$ cat src/sv/burg_pkg.sv
`timescale 1ns / 1ps
// ----------------------------------------------------------------------------
// burg_pkg: shared types and helpers
// Word widths, saturation and the divider request bundle.
// ----------------------------------------------------------------------------
package burg_pkg;

  localparam int WORD_W = 32;
  localparam int SUM_W  = 66;

  localparam logic signed [WORD_W-1:0] S32_MAX = 32'sh7FFF_FFFF;
  localparam logic signed [WORD_W-1:0] S32_MIN = 32'sh8000_0000;

  typedef struct packed {
    logic                     start;
    logic signed [WORD_W-1:0] num;
    logic signed [WORD_W-1:0] den;
  } div_req_t;

  // saturate a wide sum to the signed 32-bit range
  function automatic logic signed [WORD_W-1:0] sat32(input logic signed [SUM_W-1:0] v);
    logic signed [SUM_W-1:0] hi;
    logic signed [SUM_W-1:0] lo;
    hi = SUM_W'(S32_MAX);
    lo = SUM_W'(S32_MIN);
    if (v > hi) sat32 = S32_MAX;
    else if (v < lo) sat32 = S32_MIN;
    else sat32 = v[WORD_W-1:0];
  endfunction

endpackage

$ cat src/sv/burg_div.sv
`timescale 1ns / 1ps
// ----------------------------------------------------------------------------
// burg_div: iterative fixed-point divider
// (num << FRAC_BITS) / den, truncated toward zero, saturated; one bit a cycle.
// ----------------------------------------------------------------------------
module burg_div #(
  parameter int FRAC_BITS = 20
) (
  input  logic                              clk,
  input  logic                              rst,
  input  burg_pkg::div_req_t                req,
  output logic                              busy,
  output logic                              done,
  output logic signed [burg_pkg::WORD_W-1:0] quot
);

  localparam int W  = burg_pkg::WORD_W;
  localparam int NB = W + FRAC_BITS;
  localparam int CW = $clog2(NB + 1);

  logic [CW-1:0] cnt;
  logic [W-1:0]  rem;
  logic [NB-1:0] q;
  logic [W-1:0]  dmag;
  logic          neg;

  logic [W-1:0] num_mag;
  logic [W-1:0] den_mag;
  logic [W:0]   trial;
  logic         ge;

  assign num_mag = req.num[W-1] ? W'(-req.num) : W'(req.num);
  assign den_mag = req.den[W-1] ? W'(-req.den) : W'(req.den);
  assign trial   = {rem, q[NB-1]};
  assign ge      = trial >= {1'b0, dmag};

  always_ff @(posedge clk) begin
    if (rst) begin
      busy <= 1'b0;
      done <= 1'b0;
    end else begin
      done <= 1'b0;
      if (req.start) begin
        if (req.den == '0) begin
          // zero pivot: sign of numerator picks the rail, zero numerator gives zero
          if (req.num == '0) quot <= '0;
          else if (!req.num[W-1]) quot <= burg_pkg::S32_MAX;
          else quot <= burg_pkg::S32_MIN;
          done <= 1'b1;
        end else begin
          busy <= 1'b1;
          cnt  <= CW'(NB);
          rem  <= '0;
          q    <= {num_mag, {FRAC_BITS{1'b0}}};
          dmag <= den_mag;
          neg  <= req.num[W-1] ^ req.den[W-1];
        end
      end else if (busy) begin
        if (cnt != '0) begin
          rem <= ge ? W'(trial - {1'b0, dmag}) : trial[W-1:0];
          q   <= {q[NB-2:0], ge};
          cnt <= cnt - 1'b1;
        end else begin
          busy <= 1'b0;
          done <= 1'b1;
          if (!neg) quot <= (q > NB'(burg_pkg::S32_MAX)) ? burg_pkg::S32_MAX : q[W-1:0];
          else quot <= (q > (NB'(1) << (W - 1))) ? burg_pkg::S32_MIN : W'(-q[W-1:0]);
        end
      end
    end
  end

endmodule

$ cat config.mk
export PLATFORM = sky130hd
export DESIGN_NAME = burg_div
export DESIGN_NICKNAME = d
export VERILOG_FILES = /design/src/sv/burg_pkg.sv /design/src/sv/burg_div.sv
export SDC_FILE = /design/constraint.sdc
export NUM_CORES = 1
export LEC_CHECK = 0
export BUFFER_PORTS_ARGS = -buffer_cell sky130_fd_sc_hd__buf_2
export CAP_MARGIN = 20
export CORE_MARGIN = 4
export CORE_UTILIZATION = 60
export DETAILED_ROUTE_END_ITERATION = 10
export PLACE_DENSITY = 0.77
export SLEW_MARGIN = 40
export SYNTH_ARGS = -nofsm -noshare
export SYNTH_HDL_FRONTEND = slang
export SYNTH_SLANG_ARGS = --single-unit
export TNS_END_PERCENT = 100
$ cat constraint.sdc
create_clock -name clk -period 7.7 [get_ports clk]
set_input_delay 0.385 -clock clk [delete_from_list [all_inputs] [get_ports clk]]
set_output_delay 0.385 -clock clk [all_outputs]
set_load 0.02 [all_outputs]
After elaboration in Yosys (flattened, before gate mapping):

Cells that the tools add are included.

* bits in registers: 157
* input bits: 67
* output and inout port bits: 34
* word-level logic and storage cells: 63

* add/subtract/negate cells: 5
* order comparisons: 3
* equal/unequal tests: 3
* multiplexer cells: 32
* bitwise gates (word level): 3
* reduce and logical (&&, ||, !) cells: 8

Operator list (number)
* two-way mux 32 bit: 15
* two-way mux 52 bit: 4
* negation 32 bit: 3
* logical NOT 32 bit: 2
* > comparator 52 x 31 -> 1 bit, second input constant: 1
* > comparator 52 x 32 -> 1 bit, second input constant: 1
* greater-or-equal comparator 33 x 32 -> 1 bit: 1
* subtractor 32 bit: 1
* two-way mux 31 bit: 1
* two-way mux 6 bit: 4
* two-way mux 1 bit: 8
* AND reduction 4 bit: 2
* nonzero test 6 bit: 1
* subtractor 6 x 1 -> 6 bit, second input constant: 1
* != test 2 bit, second input constant: 2
* nonzero test 2 bit: 2
* AND reduction 3 bit: 1
* != test 2 x 1 -> 1 bit, second input constant: 1
* inverter 1 bit: 2
* bitwise XOR 1 bit: 1

Depth between registers and ports, before layout:

Gate-level depths: netlist of run 1.

* word-level depth: 6
* mapped depth: 14
* mapped depth without buffers: 12

Least setup slack after synthesis of run 1:

No wires, ideal clock.

* path kind: input -> register
* from: input req[0] in the netlist's numbering
* to: register cnt[0] (enable)
* library setup time: 0.569 ns
* arrival: 5.746 ns
* required time: 7.131 ns
* path slack: 1.386 ns
* stages on the path: 10
* buffers on the path: 0
* cell sequence: inv_1 > ha_1 > nor2b_1 > nand3_1 > or4_4 > or4_1 > or4_4 > or3_4 > nor4_4 > a21oi_1

* word-level cells in the longest chain between the ends: 3

RTL lines
* start, declared: RTL line burg_div.sv:11 `input burg_pkg::div_req_t req,`
* logical NOT 32 bit: RTL line burg_div.sv:44 `if (req.den == '0) begin`
* != test 2 bit (no line)
* AND reduction 4 bit (no line)
* end signal, assigned: RTL line burg_div.sv:52 `cnt <= CW'(NB);`
* end signal, assigned: RTL line burg_div.sv:62 `cnt <= cnt - 1'b1;`
* end, declared: RTL line burg_div.sv:21 `logic [CW-1:0] cnt;`

Every way passes these cells.
A chain may end at the register's enable or synchronous reset.

Worst setup path after layout of run 1:

* from: register rem[6]
* to: register rem[18] (data pin)

* word-level cells in the longest chain between the ends: 5
* elaborated cells between the ends (all ways): 6
* classes of those cells: add/sub (1); order compare (1); mux (4)

RTL lines
* start, declared: RTL line burg_div.sv:22 `logic [W-1:0] rem;`
* start signal, assigned: RTL line burg_div.sv:60 `rem <= ge ? W'(trial - {1'b0, dmag}) : trial[W-1:0];`
* subtractor 32 bit or greater-or-equal comparator 33 x 32 -> 1 bit (tied branches): RTL line burg_div.sv:60, burg_div.sv:35
* two-way mux 32 bit *: RTL line burg_div.sv:60
* two-way mux 32 bit *: RTL line burg_div.sv:59 `if (cnt != '0) begin`
* two-way mux 32 bit *: RTL line burg_div.sv:58 `end else if (busy) begin`
* two-way mux 32 bit *: RTL line burg_div.sv:43 `if (req.start) begin`

Every way passes the cells marked *; elsewhere a longest branch is shown, timed or not. The select of a mux whose other input is x is not followed.

==> results of run 1 <==
-- layer usage --
metal	part of all wire, %	up-vias	routed length [um]
met2	47	246	10200
met4	1.9	0	408
li1	-	3920	-
met1	45	3779	9830
met3	5.8	33	1270
met5	0	-	0
-- cell type report --
class                           count  area [um2]
Multi-Input combinational cell    764        4940
Fill cell                        1265        4850
Sequential cell                   157        4690
Timing Repair Buffer              107         579
Clock buffer                       17         425
Tap cell                          216         270
Inverter                           49         184
Clock inverter                     14         161
Antenna cell                        1        2.50
-- Yosys cell counts (all sizes together), types with 2 or more instances --
cell type    n  area [um2]
nand2b      14        95.1
o211a        6        60.1
o21ai       72         372
or4         17         158
and4         3        26.3
and3         3        18.8
clkbuf      30         113
o22ai        9        56.3
o21bai       4        30.0
nor4        17         121
and2         2        12.5
xnor2       47         412
o41ai        7        80.1
nor3        24         131
or3b         2        17.5
nand3       28         145
a21o        15         113
edfxtp     155        4650
o31ai       21         176
a31oi        2        12.5
inv         49         184
xor2        41         359
nand2       96         360
a211oi       6        50.1
o311ai       8        70.1
mux2i       16         160
o21a         4        37.5
or2          4        25.0
dfxtp        2        40.0
nand4        9        56.3
nor2        92         350
o211ai       5        37.5
ha          36         450
a21oi       98         490
nor2b       21         131
buf         10        68.8
or3         16         110
a2111oi      4        35.0
-- kinds of logic after synthesis --
family	count (synthesis)	synth area share, %
buf+inv	89	3.66
flops	157	47.1
xor+xnor	88	7.73
simple gates	352	18.0
compound gates	270	17.1
fa+ha+maj	37	4.72
mux	17	1.72
-- state kept, by name, indices dropped and copies added (netlist names) --
signal and cells:
rem 32, quot 32, busy 1, cnt 6
done 1, dmag 32, neg 1, q 52
-- worst reg2reg max path, delay by kind of cell (launching register included) --
kind / cells / cell delay (ns)
buffers and inverters: 1 / 0.36
and+or+nand+nor: 3 / 0.87
muxes: 1 / 0.28
AOI/OAI and AO/OA: 5 / 1.57
adders and majority gates: 1 / 0.39
DFF: 1 / 0.40
-- worst paths after layout --
check,startpoint,endpoint,cells past startpoint
max,rem[6],rem[18],11
min,req[0],dmag[0],1
max reg2reg,rem[6],rem[18],11
min reg2reg,busy,busy,2
-- stage by stage --
step                      instances  util (%)  hold WS, ns  worst slack, ns
final                          1325      69.9        0.199             3.60
after global routing           1325      69.9        0.191             3.36
after CTS                      1323      69.8        0.183             3.69
after detailed placement       1292      66.2        0.510             3.24
after global placement         1291      66.0        0.496             3.14
after floorplan                1010         -        0.454             1.39
-- power groups by stage --
stage               registers (mW)  clock network (mW)  logic (mW)
detailed placement            1.07                   0       0.496
floorplan                     1.06                   0       0.381
finish                        1.06               0.843       0.504
global placement              1.07                   0       0.483
CTS                           1.06               0.850       0.500
global route                  1.06               0.891       0.564
==> flow_summary.yaml, run 1 <==
timing:
  fin_skew_ns: 0.00738
  rsz0062_at_grt: "no"
  min_period_ns: 4.10
  setup_violations: 0
  tightest_slew_ns: 0.818
  hold_violations: 0
  period_share_pct: 53.3
  slew_violations: 0
  fin_tns_setup_ns: 0
  relSlewSlack_pct: 44.1
  max_freq_mhz: 244
routing:
  drt_drc_violations_left: 0
  firstDrtPassIters: 5
  wl_per_cell_um: 16.4
  viasPerCell: 6.02
  vias: 7978
  detail-route-antenna-nets: 0
  wl_mm: 21.7
  drtIter0Drc: 646
pwr:
  p_comb_share_pct: 21.0
  p_seq_share_pct: 44.0
  p_per_area_nw_per_um2: 213
  finalPower_mw: 2.40
  p_switching_mw: 0.696
  ir_drop_uv: 177
  p_leak_nw: 4.29
  clock_power_share_pct: 35.1
  p_sw_share_pct: 29.0
  p_int_mw: 1.71
floorplanning:
  core_um2: 16100
  pin_count: 101
  rows: 46
  initial_core_util_pct: 61.9
  dieWidth_um: 137
  die_y_um: 137
  die_area_um2: 18800
clock_tree:
  cts_buffers: 17
  cts_buffer_depth: 2
  cts.sinks: 157
  clkLatencyLatePin_ns: 0.43
  cts_resized: 0
  root_buffer: "clkbuf_16"
  htreeDepth: 4
  post_cts_buffers: 0
  cts_tree: "built"
  clkSlewWorstSetupHoldPaths_ns: 0.06
  ctsHoldBuffers: 0
synthesis:
  synth.yosys.warnings: 0
  ys_ff_latch: 157
  syn_area_per_cell_um2: 9.88
  synth_seq_area_share_pct: 47.1
  netlist_instances: 1010
  async_flop_share_pct: 0
  synth_nets: 1114
  ys_types: 71
  synth_edf_count: 155
  ys.flop_type: "edfxtp_1"
  synth.cell_area_um2: 9980
cells_and_area:
  area_delta_synth_final_pct: 12.9
  final_common_cell: "edfxtp_1"
  postLayoutCellArea_um2: 11300
  nNetsFinal: 1200
  drive_gt1_share_pct: 15.4
  layout_common_cells: "edfxtp_1 (155), buf_2 (99), nand2_1 (96), a21oi_1 (96), nor2_1 (89)"
setup_path:
  cp_top_family: "compound AO/OA/AOI/OAI gates"
  reg2reg_setup_slack_ns: 3.60
  cp-end-kind: "flop"
  cp.arrival_ns: 4.27
  critical_path_peak_fanout: 30
  critPathMaxStageDelay_ns: 0.52
  worstPathBufferInverterCount: 1
  crit_slowest_cell: "or3b_2"
  criticalPathCategory: "flop to flop"
  critPathRequiredTime_ns: 7.87
  worstSetupStartpointType: "flop"
  cp_cell_sequence: "ha_1 > a21oi_1 > o21ai_0 > or3b_2 > o211ai_1 > o22a_1 > a211o_1 > nand2_1 > buf_4 > mux2i_1 > nor2_1"
min_path:
  hold_class: "input port to flop"
place:
  gp_congestion: 0.884
  dpl_cell_area_um2: 10700
  hpwlAfterDp_mm: 15.4
  port_buffers: 100
global_route:
  use_met3_pct: 3.90
  grt-ovfl-total: 0
  top_usage_layer: "met2"
  grt_pass1_vias: 7514
  grt_use_total_pct: 23.9
  grt_max_degree: 111
  use_met2_pct: 38.5
  grt_pass1_wl_mm: 35.6
  antenna_found_initial: 1
  grt_util_met1_pct: 33.0
run_status:
  status: "completed"
flow_run:
  maxCapViolCount: 0
Note: power is estimated with default switching activity, not from simulation.
==> run 2, diff against run 1 <==
--- a/config.mk
+++ b/config.mk
@@ -8,9 +8,9 @@
 export BUFFER_PORTS_ARGS = -buffer_cell sky130_fd_sc_hd__buf_2
 export CAP_MARGIN = 20
 export CORE_MARGIN = 4
-export CORE_UTILIZATION = 60
+export CORE_UTILIZATION = 54
 export DETAILED_ROUTE_END_ITERATION = 10
-export PLACE_DENSITY = 0.77
+export PLACE_DENSITY = 0.73
 export SLEW_MARGIN = 40
 export SYNTH_ARGS = -nofsm -noshare
 export SYNTH_HDL_FRONTEND = slang
==> constraint.sdc (replaced) <==
create_clock -name clk -period 3.3 [get_ports clk]
set_input_delay 0.165 -clock clk [delete_from_list [all_inputs] [get_ports clk]]
set_output_delay 0.165 -clock clk [all_outputs]
set_load 0.02 [all_outputs]
==> run 2 against run 1 <==
Effect of this change: worst setup slack lost 3.5 ns; clock skew grew 0.0015 ns; design area grew 6.8%; global-route usage shrank 1.2 points; first-iteration DRC count grew 13%; register-to-register slack lost 3.5 ns; sequential cell count is the same; via count grew 4.1%; worst hold slack lost 0.16 ns; non-clock buffer count grew 67; die area grew 10%.
==> flow_summary.yaml, run 2 (same netlist as run 1, synthesis figures left out) <==
run_status:
  status: "completed"
cells_and_area:
  layout_common_cells: "edfxtp_1 (155), buf_2 (99), nand2_1 (95)"
  drive_gt1_share_pct: 21.9
  top_register: "q"
  nFillCells: 1379
  largest_reg_flops: 52
  area_delta_synth_final_pct: 20.6
  postLayoutCellArea_um2: 12000
  nNetsFinal: 1267
  diodes: 0
  fin_util_pct: 66.5
  final_common_cell: "edfxtp_1"
clock_tree:
  clkSlewWorstSetupHoldPaths_ns: 0.06
  cts.sinks: 157
  htreeDepth: 4
  cts_buffers: 17
  clkLatencyLatePin_ns: 0.43
  root_buffer: "clkbuf_16"
  cts_buffer_depth: 2
  cts_tree: "built"
routing:
  drtIter0Drc: 732
  vias: 8303
  detail-route-antenna-nets: 0
  firstDrtPassIters: 6
  drt_drc_violations_left: 0
  wl_mm: 23.6
  viasPerCell: 5.91
  wl_per_cell_um: 16.8
setup_path:
  cp-end-kind: "flop"
  critPathRequiredTime_ns: 3.44
  critPathLaunch: "req[0]"
  worstPathBufferInverterCount: 4
  cp_cell_sequence: "buf_2 > inv_12 > ha_4 > nor2b_4 > nand3_2 > or4_4 > or4_4 > or4_4 > or3_4 > nor4_4 > buf_4 > nand2_2 > a21oi_4 > clkbuf_16"
  crit_slowest_cell: "or4_4"
  worstSetupStartpointType: "input port"
  critPathMaxStageDelay_ns: 0.44
  cp.arrival_ns: 3.34
  cp_common_cell: "or4_4"
  r2r-start: "q[25]"
  criticalPathCategory: "input port to flop"
  reg2reg_setup_slack_ns: 0.13
  cp_top_family: "simple AND/OR/NAND/NOR gates"
  critical_path_peak_fanout: 8
timing:
  max_freq_mhz: 313
  setup_violations: 0
  hold_violations: 0
  relSlewSlack_pct: 51.5
  fin_tns_setup_ns: 0
  tightest_slew_ns: 0.728
  min_period_ns: 3.20
  slew_violations: 0
  whs_ns: 0.0436
  fin_skew_ns: 0.00884
  period_share_pct: 96.8
floorplanning:
  core_um2: 18100
  rows: 49
  pin_count: 101
  dieWidth_um: 144
  die_area_um2: 20700
  initial_core_util_pct: 55.2
  die_y_um: 144
min_path:
  hold_class: "input port to flop"
  min_from: "req[23]"
global_route:
  grt_max_degree: 50
  grt_pass1_wl_mm: 37.5
  grt-ovfl-total: 0
  grt_use_total_pct: 22.6
  antenna_found_initial: 0
  grt_pass1_vias: 7778
pwr:
  p_per_area_nw_per_um2: 483
  ir_drop_uv: 376
  p_leak_nw: 4.68
place:
  port_buffers: 100
  dpl_cell_area_um2: 11200
  hpwlAfterDp_mm: 16.5
  gp_congestion: 0.933
flow_run:
  maxCapViolCount: 0
## run 2: changes by cell type in the layout (fill, tap and decap cells not counted), moves of 3 or more
cell / delta
o21ai_0: -3
buf_4: +60
a2111oi_4: +3
clkinv_2: +3
clkinvlp_4: -3
buf_12: +6
## run 2: metal layers
metal	wire (um)	track usage, %	vias up
met1	10100	30.4	3891
met3	1460	4.09	49
met2	11500	36.8	311
met5	0	0	-
met4	530	8.47	0
li1	-	-	4052
## run 2: final cells by class
type	count	area [um2]	share of cell area, %
Multi-Input combinational cell	764	5100	42.4
Sequential cell	157	4690	39.0
Timing Repair Buffer	174	1160	9.62
Clock buffer	18	429	3.57
Tap cell	229	287	2.38
Inverter	49	201	1.67
Clock inverter	14	156	1.30
## run 2: timing repair
action | 4_1_cts | 5_1_grt
setup endpoints to repair | 27 | 68
hold buffers | 1 | 0
hold endpoints to repair | 2 | 0
pin swaps | 1 | 7
cloned | 0 | 2
resized for setup | 5 | 23
buffers inserted | 1 | 2
## run 2: stage by stage
stage                     setup slack, ns  instances  total power, mW
after CTS                         0.00277       1401             5.76
after floorplan                    -0.341       1010             3.37
after global routing              -0.0189       1405             6.08
after global placement             -0.370       1367             3.74
after detailed placement           -0.379       1367             3.77
final                               0.104       1405             5.81
## run 2: report_power, final
part,internal (mW),switching [mW]
registers,2.37,0.0856
clock network,1.13,0.851
logic,0.584,0.783
total,4.09,1.72
## run 2: final timing paths
| kind | end | cells past startpoint |
|---|---|---|
| worst max-delay path | quot[25] | 14 |
| worst min-delay path | dmag[23] | 2 |
| worst max register to register | quot[5] | 10 |
| worst min register to register | busy | 2 |
